**src/hw/rtl/hlcd_pkg.sv**
```systemverilog
package hlcd_pkg;

  // Frame size bounds and derived storage widths.
  localparam int unsigned FrameMax = 64;
  localparam int unsigned FrameMin = 8;
  localparam int unsigned AddrW    = $clog2(FrameMax);
  localparam int unsigned CntW     = $clog2(FrameMax + 1);

  // Register indexes of the configuration port.
  localparam logic RegHeader = 1'b0;
  localparam logic RegLimit  = 1'b1;

  // Configuration as seen by the scanner; lim is already clamped to FrameMax.
  typedef struct packed {
    logic [7:0]      header;
    logic [CntW-1:0] lim;
  } cfg_t;

  // Request bundle toward the byte buffer.
  typedef struct packed {
    logic             we;
    logic [AddrW-1:0] waddr;
    logic [7:0]       wdata;
    logic             re;
    logic [AddrW-1:0] raddr;
  } ram_req_t;

endpackage

```
**src/hw/rtl/header_length_checksum_deframer.sv**
```systemverilog
// The word that completes a frame is checked in StProc; its header word is then read in
// StErd and shown in StEout. Each received word is taken in StIdle, checked in StProc;
// no new word is taken until all buffered words are scanned. A rescanned word is read in
// StRead and checked in StProc. Each frame word is read in StErd and waits in StEout.
// Reset: asynchronous, active low; clears the scanner and loads header 0x3A, limit 64.
// The byte buffer contents are not cleared and only written entries are ever read.
module header_length_checksum_deframer import hlcd_pkg::*; (
  input  logic        clk_i,
  input  logic        rst_ni,
  input  logic        cfg_we_i,
  input  logic        cfg_idx_i,
  input  logic [7:0]  cfg_wdata_i,
  input  logic        s_tvalid,
  output logic        s_tready,
  input  logic [7:0]  s_tdata,   // [7:0] rx_byte
  output logic        m_tvalid,
  input  logic        m_tready,
  output logic [15:0] m_tdata,   // [7:0] frame_byte, [13:8] byte_position, [15:14] zero
  output logic        m_tlast
);

  logic [7:0]      header_q;
  logic [6:0]      limit_q;
  cfg_t            cfg;
  ram_req_t        ram_req;
  logic [7:0]      ram_rdata;
  logic [7:0]      out_byte;
  logic [5:0]      out_pos;

  // Configuration registers.
  always_ff @(posedge clk_i or negedge rst_ni) begin
    if (!rst_ni) begin
      header_q <= 8'h3A;
      limit_q  <= 7'(FrameMax);
    end else if (cfg_we_i) begin
      case (cfg_idx_i)
        RegHeader: header_q <= cfg_wdata_i;
        RegLimit:  limit_q  <= cfg_wdata_i[6:0];
        default:   ;
      endcase
    end
  end

  // Limits above the buffer depth act as the buffer depth.
  assign cfg.header = header_q;
  assign cfg.lim    = (limit_q > 7'(FrameMax)) ? CntW'(FrameMax) : CntW'(limit_q);

  hlcd_scan u_scan (
    .clk_i       (clk_i),
    .rst_ni      (rst_ni),
    .cfg_i       (cfg),
    .in_valid_i  (s_tvalid),
    .in_ready_o  (s_tready),
    .in_byte_i   (s_tdata),
    .out_valid_o (m_tvalid),
    .out_ready_i (m_tready),
    .out_byte_o  (out_byte),
    .out_pos_o   (out_pos),
    .out_last_o  (m_tlast),
    .ram_req_o   (ram_req),
    .ram_rdata_i (ram_rdata)
  );

  hlcd_ram #(
    .Width (8),
    .Depth (FrameMax)
  ) u_ram (
    .clk_i   (clk_i),
    .we_i    (ram_req.we),
    .waddr_i (ram_req.waddr),
    .wdata_i (ram_req.wdata),
    .re_i    (ram_req.re),
    .raddr_i (ram_req.raddr),
    .rdata_o (ram_rdata)
  );

  assign m_tdata = {2'b00, out_pos, out_byte};

endmodule

```
**src/hw/rtl/hlcd_ram.sv**
```systemverilog
module hlcd_ram #(
  parameter int unsigned Width = 8,
  parameter int unsigned Depth = 64
) (
  input  logic                     clk_i,
  input  logic                     we_i,
  input  logic [$clog2(Depth)-1:0] waddr_i,
  input  logic [Width-1:0]         wdata_i,
  input  logic                     re_i,
  input  logic [$clog2(Depth)-1:0] raddr_i,
  output logic [Width-1:0]         rdata_o
);

  logic [Width-1:0] mem_q [Depth];
  logic [Width-1:0] rdata_q;

  // One write port, one read port with registered data.
  always_ff @(posedge clk_i) begin
    if (we_i) begin
      mem_q[waddr_i] <= wdata_i;
    end
    if (re_i) begin
      rdata_q <= mem_q[raddr_i];
    end
  end

  assign rdata_o = rdata_q;

endmodule

```
**src/hw/rtl/hlcd_scan.sv**
```systemverilog
module hlcd_scan import hlcd_pkg::*; (
  input  logic       clk_i,
  input  logic       rst_ni,
  input  cfg_t       cfg_i,
  input  logic       in_valid_i,
  output logic       in_ready_o,
  input  logic [7:0] in_byte_i,
  output logic       out_valid_o,
  input  logic       out_ready_i,
  output logic [7:0] out_byte_o,
  output logic [5:0] out_pos_o,
  output logic       out_last_o,
  output ram_req_t   ram_req_o,
  input  logic [7:0] ram_rdata_i
);

  typedef enum logic [4:0] {
    StIdle = 5'b00001,
    StRead = 5'b00010,
    StProc = 5'b00100,
    StErd  = 5'b01000,
    StEout = 5'b10000
  } state_e;

  state_e           state_q, state_d;
  logic [AddrW-1:0] head_q, head_d;
  logic [CntW-1:0]  cnt_q, cnt_d;
  logic [CntW-1:0]  avail_q, avail_d;
  logic [5:0]       idx_q, idx_d;
  logic             byp_sel_q, byp_sel_d;
  logic [7:0]       byp_q, byp_d;
  logic [15:0]      sum_q, sum_d;
  logic [7:0]       len_q, len_d;
  logic [7:0]       sh_q [4];
  logic [7:0]       sh_d [4];

  logic [7:0]       cur_byte;
  logic [AddrW-1:0] scan_addr;
  logic             grow_rej;
  logic             len_rej;
  logic             frame_done;
  logic [15:0]      sum_new;
  logic             sum_ok;
  logic [CntW-1:0]  last_pos;
  logic             emit_last;

  // The buffer holds the open frame from head on, then the unscanned words.
  assign scan_addr = head_q + cnt_q[AddrW-1:0];
  assign cur_byte  = byp_sel_q ? byp_q : ram_rdata_i;

  // Frame checks for the word being appended at position cnt_q.
  assign grow_rej   = (cnt_q >= cfg_i.lim);
  assign len_rej    = (({1'b0, len_q} + 9'(FrameMin)) > {2'b00, cfg_i.lim});
  assign frame_done = ({2'b00, cnt_q} == ({1'b0, len_q} + 9'(FrameMin - 1)));
  assign sum_new    = sum_q + ((cnt_q >= CntW'(5)) ? {8'h00, sh_q[3]} : 16'h0000);
  assign sum_ok     = (sum_new == {sh_q[1], sh_q[2]});

  assign last_pos  = cnt_q - CntW'(1);
  assign emit_last = ({1'b0, idx_q} == last_pos);

  // Handshake and output fields.
  assign in_ready_o  = (state_q == StIdle);
  assign out_valid_o = (state_q == StEout);
  assign out_byte_o  = ram_rdata_i;
  assign out_pos_o   = idx_q;
  assign out_last_o  = emit_last;

  // Sequencer: one word is read and then processed, frames are read out in order.
  always_comb begin
    state_d   = state_q;
    head_d    = head_q;
    cnt_d     = cnt_q;
    avail_d   = avail_q;
    idx_d     = idx_q;
    byp_sel_d = byp_sel_q;
    byp_d     = byp_q;
    sum_d     = sum_q;
    len_d     = len_q;
    sh_d      = sh_q;
    ram_req_o = '0;

    case (state_q)
      StIdle: begin
        if (in_valid_i) begin
          ram_req_o.we    = 1'b1;
          ram_req_o.waddr = scan_addr;
          ram_req_o.wdata = in_byte_i;
          byp_d           = in_byte_i;
          byp_sel_d       = 1'b1;
          avail_d         = CntW'(1);
          state_d         = StProc;
        end
      end

      StRead: begin
        ram_req_o.re    = 1'b1;
        ram_req_o.raddr = scan_addr;
        byp_sel_d       = 1'b0;
        state_d         = StProc;
      end

      StProc: begin
        if (cnt_q == '0) begin
          // No open frame: a header word opens one, anything else is dropped.
          avail_d = avail_q - CntW'(1);
          if (cur_byte == cfg_i.header) begin
            cnt_d = CntW'(1);
            sum_d = '0;
          end else begin
            head_d = head_q + AddrW'(1);
          end
        end else if (grow_rej) begin
          // Frame too long: drop the header and scan again from the next word.
          head_d  = head_q + AddrW'(1);
          cnt_d   = '0;
          avail_d = avail_q + cnt_q - CntW'(1);
        end else begin
          cnt_d   = cnt_q + CntW'(1);
          avail_d = avail_q - CntW'(1);
          sum_d   = sum_new;
          sh_d[0] = cur_byte;
          sh_d[1] = sh_q[0];
          sh_d[2] = sh_q[1];
          sh_d[3] = sh_q[2];
          if (cnt_q == CntW'(3)) begin
            len_d = cur_byte;
          end
          if (cnt_q >= CntW'(FrameMin - 1)) begin
            if (len_rej || (frame_done && !sum_ok)) begin
              head_d  = head_q + AddrW'(1);
              cnt_d   = '0;
              avail_d = avail_q + cnt_q - CntW'(1);
            end else if (frame_done) begin
              idx_d = '0;
            end
          end
        end

        if ((cnt_q != '0) && !grow_rej && (cnt_q >= CntW'(FrameMin - 1)) &&
            !len_rej && frame_done && sum_ok) begin
          state_d = StErd;
        end else if (avail_d == '0) begin
          state_d = StIdle;
        end else begin
          state_d = StRead;
        end
      end

      StErd: begin
        ram_req_o.re    = 1'b1;
        ram_req_o.raddr = head_q + idx_q;
        state_d         = StEout;
      end

      StEout: begin
        if (out_ready_i) begin
          if (emit_last) begin
            head_d  = head_q + cnt_q[AddrW-1:0];
            cnt_d   = '0;
            state_d = (avail_q == '0) ? StIdle : StRead;
          end else begin
            idx_d   = idx_q + 6'd1;
            state_d = StErd;
          end
        end
      end

      default: begin
        state_d = StIdle;
      end
    endcase
  end

  // Control state.
  always_ff @(posedge clk_i or negedge rst_ni) begin
    if (!rst_ni) begin
      state_q   <= StIdle;
      head_q    <= '0;
      cnt_q     <= '0;
      avail_q   <= '0;
      idx_q     <= '0;
      byp_sel_q <= 1'b0;
    end else begin
      state_q   <= state_d;
      head_q    <= head_d;
      cnt_q     <= cnt_d;
      avail_q   <= avail_d;
      idx_q     <= idx_d;
      byp_sel_q <= byp_sel_d;
    end
  end

  // Frame payload tracking.
  always_ff @(posedge clk_i) begin
    byp_q <= byp_d;
    sum_q <= sum_d;
    len_q <= len_d;
    sh_q  <= sh_d;
  end

endmodule

```
**config.mk**
```make
export PLATFORM = sky130hd
export DESIGN_NAME = header_length_checksum_deframer
export DESIGN_NICKNAME = d
export VERILOG_FILES = /design/src/hw/rtl/hlcd_pkg.sv /design/src/hw/rtl/header_length_checksum_deframer.sv /design/src/hw/rtl/hlcd_ram.sv /design/src/hw/rtl/hlcd_scan.sv
export SDC_FILE = /design/constraint.sdc
export NUM_CORES = 1
export LEC_CHECK = 0
export CORE_ASPECT_RATIO = 0.5
export CORE_MARGIN = 2
export CORE_UTILIZATION = 50
export DETAILED_ROUTE_END_ITERATION = 10
export DONT_BUFFER_PORTS = 1
export GPL_TIMING_DRIVEN = 1
export MAX_ROUTING_LAYER = met4
export PLACE_DENSITY = 0.71
export REMOVE_ABC_BUFFERS = 1
export SYNTH_ARGS = -nofsm -noshare
export SYNTH_HDL_FRONTEND = slang
export SYNTH_SLANG_ARGS = --single-unit
```
**constraint.sdc**
```tcl
create_clock -name clk_i -period 6.6 [get_ports clk_i]
set_input_delay 0 -clock clk_i [delete_from_list [all_inputs] [get_ports clk_i]]
set_output_delay 0 -clock clk_i [all_outputs]
set_load 0.05 [all_outputs]
```
==> results.md <==
* Global-route wire length before repair at 99.6 mm
* GR Util All Layers at 22.8%
* Post-synthesis sequential area ratio at 66.4%
* Worst-path clk slew at 0.07 ns
* Ys flop type: edfxtp_1
* Mapped cell area at 0.0282 sq mm
* DRT met1 WL at 29.3 mm
* Yosys cell types at 73
* Crit path max fanout at 12
* Post-synth EDFFs at 584
* Final WL at 65.6 mm
* Ys Warns at 0
* VDD IR max at 0.000204 V
* CTS buffer count at 54
* Routability congestion estimate from global placement at 0.869
* HP Class: in2reg
* Core ar. at 0.0556 sq mm
* Cells on worst reg2reg path at 16
* DIE HEIGHT at 172 um
* Port bufs at 0
* Cts repair resizes at 0
* N_diodes at 0
* Top cell type's share of synthesized area at 62.2%
* DR pass1 iterations at 8
* Max-cap violations at 0
* Io pins at 41
* Unrepaired setup endpoints after global routing: false
* Hold Vio Cnt, Final at 0
* Final Setup Violations at 0
* Critical path class: reg2reg
* Crit path time final at 5.43 ns
* Yosys top cell by area: edfxtp_1
* Antenna violations before repair at 0
* Largest net degree at the start of global routing at 114
* CTS tree: yes
* Iteration-0 DRC Markers at 1,958
* Vias post-DR at 17,970
* Slew Limit Headroom at 12.1%
* Number of global-route vias before repair at 16,793
* Remaining antenna violation count at 0
* Flops & latches, synth at 631
* Avg WL per Cell at 22.1 um
* CP Launch Type: flop
* Fill count at 4,342
* Layout cells sized above 1 at 8.30%
* H-tree lvl count at 2
* Max-slew violation count at 0
* Total gr overflow at 0
* Synth top cells by count: edfxtp_1 (584), nand2_1 (318), a211oi_1 (182), and2_1 (144), nor2_1 (111)
* Reg-to-reg setup timing slack at 1.17 ns
* Pleak at 10.6 nW
* Hold path cells at 1
* Detailed placement HPWL at 39.0 mm
* Synth top area cells: edfxtp_1 (62%), a211oi_1 (4.8%), nand2_1 (4.2%)
* Actual slew at the worst max-slew pin at 1.32 ns
* Die width at 340 um
* Most common cell in the synthesized netlist: edfxtp_1
* F_max at 0.184 GHz
* Status: finished clean
* Clock latency on the worst-skew pair at 0.63 ns
* Vias per Instance at 6.04
* Power per cell area at 357 mW/mm^2
* Placed Cells at 2,846
* Area Growth Syn to Fin at 10.1%
* Core Rows at 61
* WP data arrival at 5.84 ns
* Effective utilization at floorplan at 50.7%
* Setup Fix Bufs, Post-CTS at 0
* Tcrit/Tclk final at 82.2%
* Mean Syn Cell Area at 12.9 sq um
* Post-Layout Cell Count at 2,973
* Final Skew at 0.0527 ns
* CTS max path bufs at 3
* Nets at 2,252
* Max layer used: met4
* Die Area at 0.0584 sq mm
* DRC errors left at 0
* Clock sink count at 631
* Asr flop ratio synth at 7.45%
* Setup tns final at 0 ns
* Worst setup EP type: flop
* Mapped Cells at 2,191
* Worst EP required at 7.01 ns
* Met2 WL at 30.1 mm
* Met3 Wirelength at 5.09 mm
* CTS root buffer: clkbuf_16
==> placed cells by master, fill, tap and decap left out, types with 32 or more instances in the layout <==
master | netlist | routed
inv_1 | 41 | 41
dfrtp_1 | 41 | 41
a21oi_1 | 77 | 77
a311oi_1 | 65 | 65
a211oi_1 | 182 | 182
xor2_1 | 34 | 34
nor2_1 | 111 | 111
o21ai_0 | 38 | 38
a31oi_1 | 78 | 78
and2_1 | 144 | 144
edfxtp_1 | 584 | 584
clkbuf_16 | 0 | 56
xnor2_1 | 32 | 32
nand2_1 | 318 | 318
ha_1 | 53 | 53
==> worst paths after layout <==
path	from	endpoint
worst max-delay path	u_scan.cnt_q[5]$_DFFE_PN0P_	u_scan.head_q[2]$_DFFE_PN0P_
worst min-delay path	s_tdata[3]	u_scan.byp_q[3]$_DFFE_PP_
worst max register to register	u_scan.cnt_q[5]$_DFFE_PN0P_	u_scan.head_q[2]$_DFFE_PN0P_
worst min register to register	u_scan.sh_q[25]$_DFFE_PP_	u_scan.sh_q[17]$_DFFE_PP_
max in group asynchronous	rst_ni	u_scan.avail_q[5]$_DFFE_PN0P_
min in group asynchronous	rst_ni	header_q[1]$_DFFE_PN1P_
==> power by group <==
part / switching, mW / internal (mW) / total, mW
combinational: 1.86 / 0.920 / 2.78
sequential: 0.183 / 4.88 / 5.06
clock: 1.47 / 1.76 / 3.23
total: 3.51 / 7.56 / 11.1
==> flip-flops by register name (all words and copies together) (netlist names), 8 cells and up <==
register,cells
u_ram.mem_q,512
u_scan.sum_q,16
header_q,8
u_scan.sh_q,32
u_scan.byp_q,8
u_scan.len_q,8
u_ram.rdata_o,8
==> metrics by stage <==
step / total power [mW] / cell area (sq um) / setup slack (ns) / hold slack, ns / util [%]
after global routing: 11.5 / 31000 / 0.732 / 0.0140 / 55.8
after global placement: 7.80 / 28900 / 1.32 / -0.288 / 52.0
after floorplan: 7.01 / 27700 / -5.82 / -0.296 / -
after CTS: 11.1 / 31000 / 1.21 / 0.0117 / 55.8
after detailed placement: 7.85 / 28900 / 1.25 / -0.288 / 52.0
final: 11.1 / 31000 / 1.17 / 0.0400 / 55.8
==> critical path: stages, from the launching register on <==
cell	delay (ns)
dfrtp_1	0.51
nor4_1	0.59
o21ai_0	0.19
buf_4	0.20
and2_1	0.16
ha_1	0.21
fa_1	0.45
a211oi_1	0.41
o21ai_2	0.15
a31oi_4	0.29
xnor3_1	0.24
or4b_1	0.47
nand4bb_4	0.28
o21ai_2	0.41
a21oi_1	0.37
o21ai_0	0.18
a22oi_1	0.15
==> repair_timing <==
item,CTS,global route
hold buffers,27,0
endpoints found under the hold margin,84,0
setup endpoints to repair,0,0
==> layer usage <==
metal	track usage, %	vias to the layer above
met2	35.0	720
met5	-	-
met3	3.42	84
met4	5.12	0
met1	32.4	8913
li1	-	8253
==> final cells by class <==
cell class / count / area, sq um / share of cell area (%)
timing repair buffer: 57 / 593 / 1.91
tap: 756 / 946 / 3.05
clock buffer: 69 / 1470 / 4.74
sequential: 631 / 18700 / 60.3
multi-input combinational: 1387 / 8830 / 28.5
clock inverter: 31 / 324 / 1.04
inverter: 42 / 158 / 0.508
==> kinds of logic after synthesis <==
kind of cell	share of synthesized area, %
simple gates	11.9
flops	66.4
compound gates	13.2
buf+inv	2.47
xor+xnor	2.21
fa+ha+maj	2.64
mux	1.19
other cells	0.0133
Power figures use the tool's default switching activity.
